**src/rtl/ffss_pkg.sv**
```systemverilog
// ffss_pkg: shared types and constants of the face-follow servo sequencer
// no dependencies; imported by every module of the block

package ffss_pkg;

    // configuration port
    localparam int CFG_IDX_W  = 3;
    localparam int CFG_DATA_W = 16;

    // fixed field widths
    localparam int ALPHA_W   = 9;
    localparam int DBAND_W   = 16;
    localparam int MS_W      = 16;
    localparam int SPEED_W   = 10;
    localparam int RCOUNT_W  = 4;
    localparam int EVENT_W   = 2;

    // smoothing weight full scale, 1.0 in units of 1/256
    localparam logic [ALPHA_W-1:0] ALPHA_ONE = 9'd256;

    // register indexes
    typedef enum logic [CFG_IDX_W-1:0] {
        REG_EMA_ALPHA     = 3'd0,
        REG_DEADBAND      = 3'd1,
        REG_GRACE_MS      = 3'd2,
        REG_GUARD_TIMEOUT = 3'd3,
        REG_NORMAL_SPEED  = 3'd4,
        REG_RELEASE_SPEED = 3'd5,
        REG_RELEASE_COUNT = 3'd6
    } reg_idx_t;

    // reset values
    localparam logic [ALPHA_W-1:0]  RST_EMA_ALPHA     = 9'd179;
    localparam logic [DBAND_W-1:0]  RST_DEADBAND      = 16'd328;
    localparam logic [MS_W-1:0]     RST_GRACE_MS      = 16'd800;
    localparam logic [MS_W-1:0]     RST_GUARD_TIMEOUT = 16'd5000;
    localparam logic [SPEED_W-1:0]  RST_NORMAL_SPEED  = 10'd500;
    localparam logic [SPEED_W-1:0]  RST_RELEASE_SPEED = 10'd200;
    localparam logic [RCOUNT_W-1:0] RST_RELEASE_COUNT = 4'd2;

    // event codes
    typedef enum logic [EVENT_W-1:0] {
        EV_NONE  = 2'd0,
        EV_FOUND = 2'd1,
        EV_LOST  = 2'd2
    } event_t;

    // configuration register set
    typedef struct packed {
        logic [ALPHA_W-1:0]  ema_alpha;
        logic [DBAND_W-1:0]  deadband;
        logic [MS_W-1:0]     grace_ms;
        logic [MS_W-1:0]     guard_timeout_ms;
        logic [SPEED_W-1:0]  normal_speed;
        logic [SPEED_W-1:0]  release_speed;
        logic [RCOUNT_W-1:0] release_count;
    } cfg_t;

endpackage

```
**src/rtl/ffss_cfg.sv**
```systemverilog
// ffss_cfg: configuration register file of the face-follow servo sequencer
// depends on ffss_pkg

module ffss_cfg (
    input  logic                             aclk,
    input  logic                             aresetn,
    input  logic                             cfg_valid,
    output logic                             cfg_ready,
    input  logic [ffss_pkg::CFG_IDX_W-1:0]   cfg_index,
    input  logic [ffss_pkg::CFG_DATA_W-1:0]  cfg_data,
    output ffss_pkg::cfg_t                   cfg
);
    import ffss_pkg::*;

    cfg_t cfg_reg;
    cfg_t cfg_next;

    assign cfg_ready = 1'b1;
    assign cfg       = cfg_reg;

    always_comb begin
        cfg_next = cfg_reg;
        if (cfg_valid) begin
            case (cfg_index)
                REG_EMA_ALPHA:     cfg_next.ema_alpha        = cfg_data[ALPHA_W-1:0];
                REG_DEADBAND:      cfg_next.deadband         = cfg_data[DBAND_W-1:0];
                REG_GRACE_MS:      cfg_next.grace_ms         = cfg_data[MS_W-1:0];
                REG_GUARD_TIMEOUT: cfg_next.guard_timeout_ms = cfg_data[MS_W-1:0];
                REG_NORMAL_SPEED:  cfg_next.normal_speed     = cfg_data[SPEED_W-1:0];
                REG_RELEASE_SPEED: cfg_next.release_speed    = cfg_data[SPEED_W-1:0];
                REG_RELEASE_COUNT: cfg_next.release_count    = cfg_data[RCOUNT_W-1:0];
                default: ; // unmapped index, write ignored
            endcase
        end
    end

    always_ff @(posedge aclk) begin
        if (!aresetn) begin
            cfg_reg.ema_alpha        <= RST_EMA_ALPHA;
            cfg_reg.deadband         <= RST_DEADBAND;
            cfg_reg.grace_ms         <= RST_GRACE_MS;
            cfg_reg.guard_timeout_ms <= RST_GUARD_TIMEOUT;
            cfg_reg.normal_speed     <= RST_NORMAL_SPEED;
            cfg_reg.release_speed    <= RST_RELEASE_SPEED;
            cfg_reg.release_count    <= RST_RELEASE_COUNT;
        end else begin
            cfg_reg <= cfg_next;
        end
    end

endmodule

```
**src/rtl/ffss_ema.sv**
```systemverilog
// ffss_ema: one axis of the exponential smoothing filter
// depends on ffss_pkg

module ffss_ema #(
    parameter int COORD_BITS = 16
) (
    input  logic [ffss_pkg::ALPHA_W-1:0] alpha,
    input  logic signed [COORD_BITS-1:0] smooth_in,
    input  logic signed [COORD_BITS-1:0] raw,
    output logic signed [COORD_BITS-1:0] smooth_out
);
    import ffss_pkg::*;

    localparam int DW = COORD_BITS + 1;
    localparam int PW = COORD_BITS + ALPHA_W + 2;

    logic [ALPHA_W-1:0]     alpha_sat;
    logic signed [DW-1:0]   diff;
    logic signed [PW-1:0]   prod;
    logic signed [PW-1:0]   rounded;
    logic signed [PW-1:0]   step_q;
    logic signed [PW-1:0]   sum;

    always_comb begin
        // weights above full scale act as full scale
        alpha_sat = (alpha > ALPHA_ONE) ? ALPHA_ONE : alpha;
        diff      = $signed({raw[COORD_BITS-1], raw}) -
                    $signed({smooth_in[COORD_BITS-1], smooth_in});
        prod      = $signed({{(PW-ALPHA_W){1'b0}}, alpha_sat}) *
                    $signed({{(PW-DW){diff[DW-1]}}, diff});
        // round half up, then floor divide by 256
        rounded   = prod + $signed(PW'(128));
        step_q    = rounded >>> 8;
        sum       = $signed({{(PW-COORD_BITS){smooth_in[COORD_BITS-1]}}, smooth_in}) + step_q;
        // result lies between old value and raw, no overflow
        smooth_out = sum[COORD_BITS-1:0];
    end

endmodule

```
**src/rtl/ffss_core.sv**
```systemverilog
// ffss_core: tracking state and the per-tick step logic
// depends on ffss_pkg and ffss_ema

module ffss_core #(
    parameter int COORD_BITS = 16,
    parameter int TIME_BITS  = 32
) (
    input  logic                                aclk,
    input  logic                                aresetn,
    input  logic                                step,
    input  ffss_pkg::cfg_t                      cfg,
    input  logic [TIME_BITS-1:0]                now_ms,
    input  logic                                detected,
    input  logic signed [COORD_BITS-1:0]        face_x,
    input  logic signed [COORD_BITS-1:0]        face_y,
    input  logic [TIME_BITS-1:0]                capture_stamp,
    input  logic                                ext_lock,
    output logic                                issue_cmd,
    output logic signed [COORD_BITS-1:0]        target_x,
    output logic signed [COORD_BITS-1:0]        target_y,
    output logic [ffss_pkg::SPEED_W-1:0]        cmd_speed,
    output ffss_pkg::event_t                    event_res,
    output logic                                guard_active,
    output logic                                tracking_mode
);
    import ffss_pkg::*;

    localparam int CW   = COORD_BITS;
    localparam int AW   = CW + 1;
    localparam int CMPW = (AW > DBAND_W) ? AW : DBAND_W;

    typedef enum logic [1:0] {
        PH_IDLE  = 2'd0,
        PH_TRACK = 2'd1,
        PH_GRACE = 2'd2
    } phase_t;

    phase_t                  phase_reg, phase_next;
    logic signed [CW-1:0]    smooth_x_reg, smooth_x_next;
    logic signed [CW-1:0]    smooth_y_reg, smooth_y_next;
    logic signed [CW-1:0]    last_x_reg, last_x_next;
    logic signed [CW-1:0]    last_y_reg, last_y_next;
    logic                    last_valid_reg, last_valid_next;
    logic                    guard_held_reg, guard_held_next;
    logic [TIME_BITS-1:0]    guard_start_reg, guard_start_next;
    logic [TIME_BITS-1:0]    guard_baseline_reg, guard_baseline_next;
    logic [TIME_BITS-1:0]    grace_start_reg, grace_start_next;
    logic [RCOUNT_W-1:0]     soft_left_reg, soft_left_next;

    logic                    release_guard;
    logic [TIME_BITS-1:0]    held_ms;
    logic [TIME_BITS-1:0]    missing_ms;
    logic signed [CW-1:0]    seed_x, seed_y;
    logic signed [CW-1:0]    ema_x, ema_y;
    logic signed [AW-1:0]    dx, dy;
    logic [AW-1:0]           adx, ady;
    logic                    try_cmd;
    logic                    skip;

    assign held_ms    = now_ms - guard_start_reg;
    assign missing_ms = now_ms - grace_start_reg;

    // stamp change or timeout frees the guard
    assign release_guard = guard_held_reg &&
        (((capture_stamp != '0) && (capture_stamp != guard_baseline_reg)) ||
         (held_ms > TIME_BITS'(cfg.guard_timeout_ms)));

    // smoothing starts from the reseeded position on release
    assign seed_x = (release_guard && detected) ? face_x : smooth_x_reg;
    assign seed_y = (release_guard && detected) ? face_y : smooth_y_reg;

    ffss_ema #(.COORD_BITS(CW)) u_ema_x (
        .alpha      (cfg.ema_alpha),
        .smooth_in  (seed_x),
        .raw        (face_x),
        .smooth_out (ema_x)
    );

    ffss_ema #(.COORD_BITS(CW)) u_ema_y (
        .alpha      (cfg.ema_alpha),
        .smooth_in  (seed_y),
        .raw        (face_y),
        .smooth_out (ema_y)
    );

    always_comb begin
        phase_next          = phase_reg;
        smooth_x_next       = smooth_x_reg;
        smooth_y_next       = smooth_y_reg;
        last_x_next         = last_x_reg;
        last_y_next         = last_y_reg;
        last_valid_next     = last_valid_reg;
        guard_held_next     = guard_held_reg;
        guard_start_next    = guard_start_reg;
        guard_baseline_next = guard_baseline_reg;
        grace_start_next    = grace_start_reg;
        soft_left_next      = soft_left_reg;
        try_cmd             = 1'b0;
        skip                = 1'b0;
        issue_cmd           = 1'b0;
        target_x            = '0;
        target_y            = '0;
        cmd_speed           = '0;
        event_res           = EV_NONE;
        dx                  = '0;
        dy                  = '0;
        adx                 = '0;
        ady                 = '0;

        if (release_guard) begin
            guard_held_next = 1'b0;
            soft_left_next  = cfg.release_count;
            if (detected) begin
                smooth_x_next   = face_x;
                smooth_y_next   = face_y;
                last_x_next     = face_x;
                last_y_next     = face_y;
                last_valid_next = 1'b1;
            end
        end

        case (phase_reg)
            PH_TRACK, PH_GRACE: begin
                if (detected) begin
                    phase_next    = PH_TRACK;
                    smooth_x_next = ema_x;
                    smooth_y_next = ema_y;
                    try_cmd       = 1'b1;
                end else if (phase_reg == PH_TRACK) begin
                    phase_next       = PH_GRACE;
                    grace_start_next = now_ms;
                end else if (missing_ms > TIME_BITS'(cfg.grace_ms)) begin
                    phase_next      = PH_IDLE;
                    last_valid_next = 1'b0;
                    guard_held_next = 1'b0;
                    event_res       = EV_LOST;
                end
            end
            default: begin
                // idle, and the unused code behaves as idle
                phase_next = PH_IDLE;
                if (detected) begin
                    phase_next      = PH_TRACK;
                    smooth_x_next   = face_x;
                    smooth_y_next   = face_y;
                    last_valid_next = 1'b0;
                    if (!guard_held_next) begin
                        guard_baseline_next = capture_stamp;
                        guard_held_next     = 1'b1;
                    end
                    guard_start_next = now_ms;
                    event_res        = EV_FOUND;
                end
            end
        endcase

        if (try_cmd && !guard_held_next && !ext_lock) begin
            dx  = $signed({smooth_x_next[CW-1], smooth_x_next}) -
                  $signed({last_x_next[CW-1], last_x_next});
            dy  = $signed({smooth_y_next[CW-1], smooth_y_next}) -
                  $signed({last_y_next[CW-1], last_y_next});
            adx = dx[AW-1] ? AW'(-dx) : AW'(dx);
            ady = dy[AW-1] ? AW'(-dy) : AW'(dy);
            if (last_valid_next &&
                (CMPW'(adx) < CMPW'(cfg.deadband)) &&
                (CMPW'(ady) < CMPW'(cfg.deadband))) begin
                skip = 1'b1;
            end
            if (!skip) begin
                cmd_speed = cfg.normal_speed;
                if (soft_left_next != '0) begin
                    cmd_speed      = cfg.release_speed;
                    soft_left_next = soft_left_next - RCOUNT_W'(1);
                end
                issue_cmd       = 1'b1;
                target_x        = smooth_x_next;
                target_y        = smooth_y_next;
                last_x_next     = smooth_x_next;
                last_y_next     = smooth_y_next;
                last_valid_next = 1'b1;
            end
        end

        guard_active  = guard_held_next;
        tracking_mode = (phase_next != PH_IDLE);
    end

    always_ff @(posedge aclk) begin
        if (!aresetn) begin
            phase_reg          <= PH_IDLE;
            smooth_x_reg       <= '0;
            smooth_y_reg       <= '0;
            last_x_reg         <= '0;
            last_y_reg         <= '0;
            last_valid_reg     <= 1'b0;
            guard_held_reg     <= 1'b0;
            guard_start_reg    <= '0;
            guard_baseline_reg <= '0;
            grace_start_reg    <= '0;
            soft_left_reg      <= '0;
        end else if (step) begin
            phase_reg          <= phase_next;
            smooth_x_reg       <= smooth_x_next;
            smooth_y_reg       <= smooth_y_next;
            last_x_reg         <= last_x_next;
            last_y_reg         <= last_y_next;
            last_valid_reg     <= last_valid_next;
            guard_held_reg     <= guard_held_next;
            guard_start_reg    <= guard_start_next;
            guard_baseline_reg <= guard_baseline_next;
            grace_start_reg    <= grace_start_next;
            soft_left_reg      <= soft_left_next;
        end
    end

endmodule

```
**src/rtl/face_follow_servo_sequencer_unit.sv**
```systemverilog
// face_follow_servo_sequencer_unit: top level of the face-follow servo sequencer
// depends on ffss_pkg, ffss_cfg, ffss_core and ffss_ema

// Face-follow servo sequencer. Each input beat is one tracking tick (time,
// face flag, face position, camera capture stamp, external lock) and gives
// exactly one result beat: an optional look-at command with target and speed,
// a face found / face lost event, and the guard and tracking status after the
// tick. Throughput is one tick per clock while results are taken. An accepted
// beat loads the input register; the step logic then fills the result register
// from it once that register is free or its waiting beat is being taken. The
// tracking state is updated in the same cycle the result register loads, so
// each tick sees the state left by the tick before it. The result register is
// a single stage: a new tick enters while a result waits, and the input side
// stalls only when both registers are full and the result is not taken.
// Configuration registers are written through the cfg_ port at any time with
// no wait; writes are meant to land while no tick is in flight. There is no
// clearing pass after reset.

module face_follow_servo_sequencer_unit #(
    parameter int COORD_BITS = 16,
    parameter int TIME_BITS  = 32
) (
    input  logic                                aclk,
    input  logic                                aresetn,

    // configuration write channel
    input  logic                                cfg_valid,
    output logic                                cfg_ready,
    input  logic [ffss_pkg::CFG_IDX_W-1:0]      cfg_index,
    input  logic [ffss_pkg::CFG_DATA_W-1:0]     cfg_data,

    // tick input channel
    input  logic                                s_valid,
    output logic                                s_ready,
    input  logic [TIME_BITS-1:0]                s_now_ms,
    input  logic                                s_detected,
    input  logic signed [COORD_BITS-1:0]        s_face_x,
    input  logic signed [COORD_BITS-1:0]        s_face_y,
    input  logic [TIME_BITS-1:0]                s_capture_stamp,
    input  logic                                s_ext_lock,

    // result channel
    output logic                                m_valid,
    input  logic                                m_ready,
    output logic                                m_issue_cmd,
    output logic signed [COORD_BITS-1:0]        m_target_x,
    output logic signed [COORD_BITS-1:0]        m_target_y,
    output logic [ffss_pkg::SPEED_W-1:0]        m_cmd_speed,
    output logic [ffss_pkg::EVENT_W-1:0]        m_event_res,
    output logic                                m_guard_active,
    output logic                                m_tracking_mode
);
    import ffss_pkg::*;

    cfg_t cfg;

    // input register
    logic                           in_valid_reg, in_valid_next;
    logic [TIME_BITS-1:0]           now_ms_reg;
    logic                           detected_reg;
    logic signed [COORD_BITS-1:0]   face_x_reg;
    logic signed [COORD_BITS-1:0]   face_y_reg;
    logic [TIME_BITS-1:0]           capture_stamp_reg;
    logic                           ext_lock_reg;

    // step logic results
    logic                           issue_cmd_c;
    logic signed [COORD_BITS-1:0]   target_x_c;
    logic signed [COORD_BITS-1:0]   target_y_c;
    logic [SPEED_W-1:0]             cmd_speed_c;
    event_t                         event_res_c;
    logic                           guard_active_c;
    logic                           tracking_mode_c;

    // result register
    logic                           out_valid_reg, out_valid_next;
    logic                           issue_cmd_reg;
    logic signed [COORD_BITS-1:0]   target_x_reg;
    logic signed [COORD_BITS-1:0]   target_y_reg;
    logic [SPEED_W-1:0]             cmd_speed_reg;
    logic [EVENT_W-1:0]             event_res_reg;
    logic                           guard_active_reg;
    logic                           tracking_mode_reg;

    logic                           in_beat;
    logic                           step;

    // a held tick moves on when the result register is free or being drained
    assign step    = in_valid_reg && (!out_valid_reg || m_ready);
    assign s_ready = !in_valid_reg || step;
    assign in_beat = s_valid && s_ready;

    assign in_valid_next  = in_beat ? 1'b1 : (step ? 1'b0 : in_valid_reg);
    assign out_valid_next = step ? 1'b1 : ((out_valid_reg && m_ready) ? 1'b0 : out_valid_reg);

    ffss_cfg u_cfg (
        .aclk      (aclk),
        .aresetn   (aresetn),
        .cfg_valid (cfg_valid),
        .cfg_ready (cfg_ready),
        .cfg_index (cfg_index),
        .cfg_data  (cfg_data),
        .cfg       (cfg)
    );

    ffss_core #(
        .COORD_BITS (COORD_BITS),
        .TIME_BITS  (TIME_BITS)
    ) u_core (
        .aclk          (aclk),
        .aresetn       (aresetn),
        .step          (step),
        .cfg           (cfg),
        .now_ms        (now_ms_reg),
        .detected      (detected_reg),
        .face_x        (face_x_reg),
        .face_y        (face_y_reg),
        .capture_stamp (capture_stamp_reg),
        .ext_lock      (ext_lock_reg),
        .issue_cmd     (issue_cmd_c),
        .target_x      (target_x_c),
        .target_y      (target_y_c),
        .cmd_speed     (cmd_speed_c),
        .event_res     (event_res_c),
        .guard_active  (guard_active_c),
        .tracking_mode (tracking_mode_c)
    );

    // control flags
    always_ff @(posedge aclk) begin
        if (!aresetn) begin
            in_valid_reg  <= 1'b0;
            out_valid_reg <= 1'b0;
        end else begin
            in_valid_reg  <= in_valid_next;
            out_valid_reg <= out_valid_next;
        end
    end

    // input payload, captured on each accepted beat
    always_ff @(posedge aclk) begin
        if (in_beat) begin
            now_ms_reg        <= s_now_ms;
            detected_reg      <= s_detected;
            face_x_reg        <= s_face_x;
            face_y_reg        <= s_face_y;
            capture_stamp_reg <= s_capture_stamp;
            ext_lock_reg      <= s_ext_lock;
        end
    end

    // result payload, loaded as the tick is stepped
    always_ff @(posedge aclk) begin
        if (step) begin
            issue_cmd_reg     <= issue_cmd_c;
            target_x_reg      <= target_x_c;
            target_y_reg      <= target_y_c;
            cmd_speed_reg     <= cmd_speed_c;
            event_res_reg     <= event_res_c;
            guard_active_reg  <= guard_active_c;
            tracking_mode_reg <= tracking_mode_c;
        end
    end

    assign m_valid         = out_valid_reg;
    assign m_issue_cmd     = issue_cmd_reg;
    assign m_target_x      = target_x_reg;
    assign m_target_y      = target_y_reg;
    assign m_cmd_speed     = cmd_speed_reg;
    assign m_event_res     = event_res_reg;
    assign m_guard_active  = guard_active_reg;
    assign m_tracking_mode = tracking_mode_reg;

`ifndef SYNTHESIS
    // no command means all command fields are zero
    a_idle_cmd_zero: assert property (@(posedge aclk) disable iff (!aresetn)
        (m_valid && !m_issue_cmd) |->
        (m_target_x == '0 && m_target_y == '0 && m_cmd_speed == '0))
        else $error("command fields nonzero without a command");

    // a command is only issued while tracking and unguarded
    a_cmd_needs_track: assert property (@(posedge aclk) disable iff (!aresetn)
        (m_valid && m_issue_cmd) |-> (m_tracking_mode && !m_guard_active &&
        m_event_res == EV_NONE))
        else $error("command issued outside tracking or under guard");

    // face found always takes the guard and enters tracking
    a_found_state: assert property (@(posedge aclk) disable iff (!aresetn)
        (m_valid && m_event_res == EV_FOUND) |-> (m_tracking_mode && m_guard_active))
        else $error("face found without guard or tracking");

    // face lost drops to idle with the guard released
    a_lost_state: assert property (@(posedge aclk) disable iff (!aresetn)
        (m_valid && m_event_res == EV_LOST) |-> (!m_tracking_mode && !m_guard_active))
        else $error("face lost while still tracking or guarded");

    // a stalled result beat never gets overwritten
    a_result_hold: assert property (@(posedge aclk) disable iff (!aresetn)
        (m_valid && !m_ready) |=> (m_valid && !$past(step)))
        else $error("result register loaded while stalled");
`endif

endmodule
```
**config.mk**
```make
export PLATFORM = sky130hd
export DESIGN_NAME = face_follow_servo_sequencer_unit
export DESIGN_NICKNAME = d
export VERILOG_FILES = /design/src/rtl/ffss_pkg.sv /design/src/rtl/ffss_cfg.sv /design/src/rtl/ffss_ema.sv /design/src/rtl/ffss_core.sv /design/src/rtl/face_follow_servo_sequencer_unit.sv
export SDC_FILE = /design/constraint.sdc
export NUM_CORES = 2
export LEC_CHECK = 0
export CAP_MARGIN = 20
export CORE_ASPECT_RATIO = 0.7
export CORE_UTILIZATION = 65
export DETAILED_ROUTE_END_ITERATION = 10
export DONT_BUFFER_PORTS = 1
export GPL_ROUTABILITY_DRIVEN = 0
export GPL_TIMING_DRIVEN = 1
export PLACE_DENSITY = 0.81
export SLEW_MARGIN = 20
export SYNTH_ARGS = -nofsm -noshare
export SYNTH_HDL_FRONTEND = slang
export SYNTH_SLANG_ARGS = --single-unit
```
**constraint.sdc**
```tcl
create_clock -name aclk -period 21 [get_ports aclk]
set_clock_uncertainty 0.15 [all_clocks]
set_input_delay 4.2 -clock aclk [delete_from_list [all_inputs] [get_ports aclk]]
set_output_delay 4.2 -clock aclk [all_outputs]
set_load 0.01 [all_outputs]
```
Yosys cells after proc, flatten, opt, wreduce, memory -nomap -nowiden
Cells that the tools add are included.
- logic and storage cells: 158
- bits in registers: 396
- input bits: 122
- output and inout bits: 50
- bitwise logic cells: 4
- order comparisons: 5
- reduce and logical (&&, ||, !) cells: 35
- eq/ne operators: 9
- multiplexer cells: 57
- multiply operators: 2
- add/subtract/negate cells: 13
- operator list (kind ; count):
    $mux W16 ; 16
    $sub A16 B16 Y17 ; 4
    $gt A32 B16 Y1 ; 2
    $sub A32 B32 Y32 ; 2
    $add A24 B9 Y24 const B ; 2
    $mul A10 B17 Y24 ; 2
    $lt A17 B16 Y1 ; 2
    $mux W17 ; 2
    $neg A17 Y17 ; 2
    $add A16 B16 Y16 ; 2
    $ne A32 B32 Y1 ; 1
    $reduce_bool A32 Y1 ; 1
    $mux W1 ; 25
    $mux W2 ; 8
    $mux W4 ; 4
    $reduce_and A2 Y1 ; 7
    $logic_and A1 B1 Y1 ; 10
    $mux W10 ; 1
    $eq A3 B3 Y1 const B ; 3
    $gt A9 B9 Y1 const B ; 1
    $mux W9 ; 1
    $reduce_and A4 Y1 ; 2
    $eq A3 B2 Y1 const B ; 2
    $reduce_bool A2 Y1 ; 3
    other kinds (11) ; 20

Longest topological paths before layout
- word-level depth: 22
- depth in mapped cells: 94

By module
Synthesis repeated with hierarchy kept, for this count alone.
- cell total of the unflattened synthesis: 4326
- area total of the unflattened synthesis: 37621.1 µm²
- by module, submodules not included (module ; area an instance (µm²) ; instances ; seq. area each (µm²) ; cells each):
    ffss_core ; 16896.2 ; 1 ; 3363.2 ; 2292
    ffss_ema (u_core.u_ema_x) ; 6570.1 ; 1 ; 0.0 ; 794
    ffss_ema (u_core.u_ema_y) ; 6532.5 ; 1 ; 0.0 ; 782
    face_follow_servo_sequencer_unit ; 4458.0 ; 1 ; 4394.2 ; 154
    ffss_cfg ; 3164.3 ; 1 ; 1621.6 ; 304

Worst setup path before layout
Ideal clock, no wire load.
- path kind: reg2reg
- start: register now_ms_reg[1]
- end: register cmd_speed_reg[0] (netlist: m_cmd_speed[0]) (data pin)
- arrival: 18200 ps
- setup slack: 2384 ps
- buffers on the path: 5
- setup time: 266 ps
- required time: 20584 ps
- stages on the path, launching flop included: 91
- path through: edfxtp_1 > ha_1 > nor2b_1 > o31a_1 > o31a_1 > nor2_1 > o21ai_0 > a21o_1 > a21oi_1 > xnor2_1 > ha_1 > nand4_1 > nor2_1 > a221o_1 > nor3_1 > o32ai_1 > or3_1 > nor4_1 > [... 55 more ...] > ha_1 > a21boi_0 > o21a_1 > o21a_1 > o21a_1 > o21a_1 > o21a_1 > o21a_1 > o21a_1 > o211ai_1 > a211oi_1 > or3_1 > nor3_1 > nand3_1 > nand2_1 > clkbuf_1 > clkbuf_1 > nor2_1
- cells in the longest elaborated chain, start to end: 21
- elaborated cells between the ends (all ways): 55
- classes of those cells: 12 x add/sub; 2 x mul; 4 x order compare; 26 x mux; 1 x bitwise; 10 x reduce/logical
- RTL lines (what ; line ; RTL):
    from (decl) ; face_follow_servo_sequencer_unit.sv:59 ; logic [TIME_BITS-1:0] now_ms_reg;
    from (signal assigned) ; face_follow_servo_sequencer_unit.sv:143 ; now_ms_reg <= s_now_ms;
    $sub A32 B32 Y32 * ; ffss_core.sv:60 ; assign held_ms = now_ms - guard_start_reg;
    $gt A32 B16 Y1 * ; ffss_core.sv:66 ; (held_ms > TIME_BITS'(cfg.guard_timeout_ms)));
    $logic_or A1 B1 Y1 * ; ffss_core.sv:65 ; (((capture_stamp != '0) && (capture_stamp != guard_baseline_reg)) ||
    $logic_and A1 B1 Y1 * ; ffss_core.sv:64 ; assign release_guard = guard_held_reg &&
    $logic_and A1 B1 Y1 * ; ffss_core.sv:69 ; assign seed_x = (release_guard && detected) ? face_x : smooth_x_reg;
    $mux W16 * ; ffss_core.sv:69 ;
    $sub A16 B16 Y17 ; ffss_ema.sv:27 ; diff = $signed({raw[COORD_BITS-1], raw}) -
    $mul A10 B17 Y24 ; ffss_ema.sv:29 ; prod = $signed({{(PW-ALPHA_W){1'b0}}, alpha_sat}) *
    [... 4 more ...] ; -- ;
    via u_core.smooth_x_next[15] ; ffss_core.sv:39 ; logic signed [CW-1:0] smooth_x_reg, smooth_x_next;
    [... 1 more ...] ; -- ;
    $neg A17 Y17 ; ffss_core.sv:162 ; adx = dx[AW-1] ? AW'(-dx) : AW'(dx);
    $mux W17 * ; ffss_core.sv:162 ;
    $lt A17 B16 Y1 * ; ffss_core.sv:165 ; (CMPW'(adx) < CMPW'(cfg.deadband)) &&
    $logic_and A1 B1 Y1 * ; ffss_core.sv:164 ; if (last_valid_next &&
    $logic_and A1 B1 Y1 * ; ffss_core.sv:165 ;
    $mux W1 * ; ffss_core.sv:164 ;
    $mux W1 * ; ffss_core.sv:157 ; if (try_cmd && !guard_held_next && !ext_lock) begin
    $reduce_or A2 Y1 (no source line) * ; -- ;
    to (signal assigned) ; face_follow_servo_sequencer_unit.sv:158 ; cmd_speed_reg <= cmd_speed_c;
    to (decl) ; face_follow_servo_sequencer_unit.sv:80 ; logic [SPEED_W-1:0] cmd_speed_reg;
The timed path passes the listed nets; every way through them passes the cells marked *. The select of a mux whose other input is x is not followed.
A chain may end at the register's enable or synchronous reset.

Final worst setup path
- start: register now_ms_reg[1]
- end: register u_core.soft_left_reg[3]
- cells in the longest elaborated chain, start to end: 22
- elaborated cells between the ends (all ways): 56
- classes of those cells: 13 x add/sub; 2 x mul; 4 x order compare; 28 x mux; 9 x reduce/logical
- RTL lines (what ; line ; RTL):
    $sub A32 B32 Y32 * ; ffss_core.sv:60 ;
    $gt A32 B16 Y1 * ; ffss_core.sv:66 ;
    $logic_or A1 B1 Y1 * ; ffss_core.sv:65 ;
    $logic_and A1 B1 Y1 * ; ffss_core.sv:64 ;
    $logic_and A1 B1 Y1 * ; ffss_core.sv:69 ;
    $mux W16 * ; ffss_core.sv:69 ;
    $sub A16 B16 Y17 ; ffss_ema.sv:27 ;
    $mul A10 B17 Y24 ; ffss_ema.sv:29 ;
    [... 4 more ...] ; -- ;
    via u_core.smooth_x_next[15] ; ffss_core.sv:39 ;
    [... 2 more ...] ; -- ;
    $mux W17 * ; ffss_core.sv:162 ;
    $lt A17 B16 Y1 * ; ffss_core.sv:165 ;
    $logic_and A1 B1 Y1 * ; ffss_core.sv:164 ;
    $logic_and A1 B1 Y1 * ; ffss_core.sv:165 ;
    $mux W1 * ; ffss_core.sv:164 ;
    $mux W1 * ; ffss_core.sv:157 ;
    $mux W4 * ; ffss_core.sv:169 ; if (!skip) begin
    $mux W4 * ; ffss_core.sv:157 ;
    to (signal assigned) ; ffss_core.sv:212 ; soft_left_reg <= soft_left_next;
    to (decl) ; ffss_core.sv:48 ; logic [RCOUNT_W-1:0] soft_left_reg, soft_left_next;
Marked as above.

==> results.txt <==
* Count of endpoints failing hold in the final timing report: 0
* TritonCTS clock tree: done
* Post-detailed-placement half-perimeter wirelength: 73900 um
* Antenna violations before repair: 1
- Of the available clock period, the critical path in the final layout requires 0.946.
- Die Ht: 198 um
- Share of synthesized flip-flops with an asynchronous set or reset: 0
- Floorplan die area: 56000 um^2
- Maximum number of pins on one net before global-route repair: 92
- The min-delay analysis places its worst path in the category reg -> reg.
- Routed Antenna Nets: 0
- Type of origin of the critical path: flip-flop
- Layout fillers: 4301
- For this run, the post-layout net count is 4946.
- First-pass iteration count of the detailed router: 8
* Number of global-route vias before repair: 28.2k
- Initial Utilization: 0.663
- For this run the aggregate overflow at the end of global routing stands at 0.
- Setup violators final: 0
* Yosys synthesis warning count: 0
* Flops & latches, synth: 396
- The worst setup path is captured at a flip-flop.
- Timing would allow up to 50.3 MHz.
- The clock passes through at most 3 buffers.
- Clock Sinks: 396
* Fraction of layout cells with a size suffix above 1: 0.0471
* WP data arrival: 20.26 ns
* Synth Cell Area: 35800 um^2
* Max FFs per register: 81
- sky130_fd_sc_hd__dfxtp_1 takes more of the synthesized area than any other cell.
* Dominant combinational cell family by area after synthesis: adder cells
- Syn Area/Cell: 8.33 um^2
- The count of buffers added on input and output ports is 0.
- Clk_lat worst skew: 0.61 ns
- Fin cells: 4995
- Setup total negative slack on the finished layout was measured at 0 ns.
- Via count: 30.3k
- Wire length of the first global-routing pass: 154000 um
- The final max-slew violation count is 0.
- Counting tap cells, the placed design contains a total of 4907 instances.
- In the post-synthesis netlist, the cell with the most instances is sky130_fd_sc_hd__nand2_1.
- Number of flops mapped to enable cells by yosys: 145
- CTS built an H-tree with a depth of 2.
* Measured slew at the worst slew-check pin: 1.11 ns
- The worst setup path is of the reg -> reg kind.
- Data on the critical path is required at its endpoint by 21.39 ns.
* Relative slew slack: 0.259
- Reg clk slew, reported paths: 0.07 ns
* Stage delay of the slowest cell on the critical path: 0.59 ns
* Most area-consuming cells after synthesis: sky130_fd_sc_hd__dfxtp_1 (14%), sky130_fd_sc_hd__fa_1 (13%), sky130_fd_sc_hd__ha_1 (12%)
- Of the synthesized area, sequential elements account for 0.262.
* First DRT Iteration DRCs: 3449
- Max-cap violation count: 0
* Post-synthesis mux area share: 0.0270
- Outcome: finished, final reports clean
- Standard-cell rows: 71
- Number of I/O pins: 172
- Average routed wire per standard cell: 19.6 um
- Total core area: 54000 um^2
- Synthesis handed over a netlist of 4296 instances.
- CTS Hold Buffers Added: 0
* Top cell type's share of synthesized area: 0.140
* Syn_nets: 5011
- The worst path needs 19.87 ns of the cycle, external delays included.
* Compound-Gate Fraction of Synth Area: 0.146
- In this run the worst path has a maximum fanout of 27.
- At the end of the flow the core is filled with cells to 0.704.
* Post-route DRC: 0
- Wires add up to 97800 um.
- TritonCTS created 40 clock buffers.
* Worst reg2reg setup slack: 1.13 ns
* Global Route Usage Sum: 0.351
- The die is 282 um wide.
- Area share of fa/ha/maj cells after synthesis: 0.258
- In the synthesized netlist the dominant register cell turns out to be sky130_fd_sc_hd__dfxtp_1.
- Buffer cell driving the clock tree root: sky130_fd_sc_hd__clkbuf_16
- Unrepaired setup endpoints after global routing: false
* Layout area overhead: 6.20%
- WHS: 0.304 ns
- Area share of xor/xnor cells in the synthesized design: 0.0525
* Post-synthesis simple-gate area fraction: 0.177
* Most numerous cell types in the synthesized netlist: sky130_fd_sc_hd__nand2_1 (698), sky130_fd_sc_hd__inv_1 (560), sky130_fd_sc_hd__a21oi_1 (362)
* DR vias/cell: 6.07
* Post-synth cell types: 93
* CP max stage cell: sky130_fd_sc_hd__xor2_1
==> through the flow <==
stage                     area (um^2)  setup WS [ns]
after detailed placement        36500          0.682
after global routing            38000         0.0410
after floorplan                 35800           2.38
after global placement          36400           1.38
final                           38000           1.13
after CTS                       37800          0.597
==> worst paths after layout <==
kind | cells past startpoint | end | start
hold / removal | 2 | u_cfg.cfg[35] | u_cfg.cfg[35]
setup reg to reg | 88 | u_core.soft_left_reg[3] | now_ms_reg[1]
setup / recovery | 88 | u_core.soft_left_reg[3] | now_ms_reg[1]
hold reg to reg | 2 | u_cfg.cfg[35] | u_cfg.cfg[35]
==> final cells by class <==
type	count	area, um^2	area share
multi-input combinational	3179	23800	0.627
sequential	396	9380	0.247
inverter	564	2120	0.0559
clock buffer	43	1030	0.0272
tap	730	913	0.0240
timing repair buffer	50	387	0.0102
clock inverter	31	335	0.00882
antenna	2	5.00	0.000132
==> cells by family after synthesis <==
kind of cell	Yosys count
simple gates	1426
compound gates	849
buf+inv	722
fa+ha+maj	596
flops	396
xor+xnor	213
mux	93
other cells	1
==> worst max-delay path, delay by kind of cell (launching register included) <==
kind	cells	cell delay [ns]
AOI/OAI and AO/OA	42	7.98
adders and majority gates	13	4.88
and+or+nand+nor	17	3.50
buffers and inverters	11	1.41
xor gates and xnor gates	4	0.98
DFF	1	0.52
muxes	1	0.33
==> per-layer routing <==
layer / up-vias / share of wire / wire, um / GRT usage
met4: 0 / 0.019 / 1880 / 0.0731
met5: - / 0 / 0 / 0
met2: 1595 / 0.41 / 39700 / 0.492
met3: 131 / 0.13 / 12600 / 0.0976
li1: 14199 / - / - / -
met1: 14377 / 0.44 / 43500 / 0.534
==> what timing repair did <==
item                                    CTS  global route
endpoints found under the setup margin    0            79
buffers inserted                          0            10
resized for setup                         0            18
==> placed cells by master, fill, tap and decap left out, types with 7 or more instances in the layout <==
cell,instances
sky130_fd_sc_hd__nand2_1,697
sky130_fd_sc_hd__inv_1,559
sky130_fd_sc_hd__a21oi_1,359
sky130_fd_sc_hd__ha_1,352
sky130_fd_sc_hd__nor2_1,303
sky130_fd_sc_hd__dfxtp_1,251
sky130_fd_sc_hd__fa_1,240
sky130_fd_sc_hd__xnor2_1,158
sky130_fd_sc_hd__o21ai_0,147
sky130_fd_sc_hd__edfxtp_1,145
sky130_fd_sc_hd__mux2i_1,74
sky130_fd_sc_hd__and2_1,70
sky130_fd_sc_hd__nand3_1,69
sky130_fd_sc_hd__a21o_1,59
sky130_fd_sc_hd__nor2b_1,59
sky130_fd_sc_hd__nor3_1,51
sky130_fd_sc_hd__buf_4,48
sky130_fd_sc_hd__xor2_1,47
sky130_fd_sc_hd__o211ai_1,46
sky130_fd_sc_hd__clkbuf_16,41
sky130_fd_sc_hd__o21a_1,40
sky130_fd_sc_hd__nand4_1,34
sky130_fd_sc_hd__nand2b_1,32
sky130_fd_sc_hd__and3_1,24
sky130_fd_sc_hd__a211oi_1,21
sky130_fd_sc_hd__a21boi_0,18
sky130_fd_sc_hd__nor4_1,18
sky130_fd_sc_hd__mux2_2,16
sky130_fd_sc_hd__o21bai_1,15
sky130_fd_sc_hd__or3_1,15
sky130_fd_sc_hd__o21ai_1,14
sky130_fd_sc_hd__a31oi_1,14
sky130_fd_sc_hd__o31ai_1,12
sky130_fd_sc_hd__o31a_1,10
sky130_fd_sc_hd__a31o_2,8
sky130_fd_sc_hd__o311ai_0,8
sky130_fd_sc_hd__clkinv_2,8
sky130_fd_sc_hd__inv_6,7
Power is left out: the tool's default activity adds up to more than one toggle a clock period on the data nets, which glitch-free logic cannot reach.
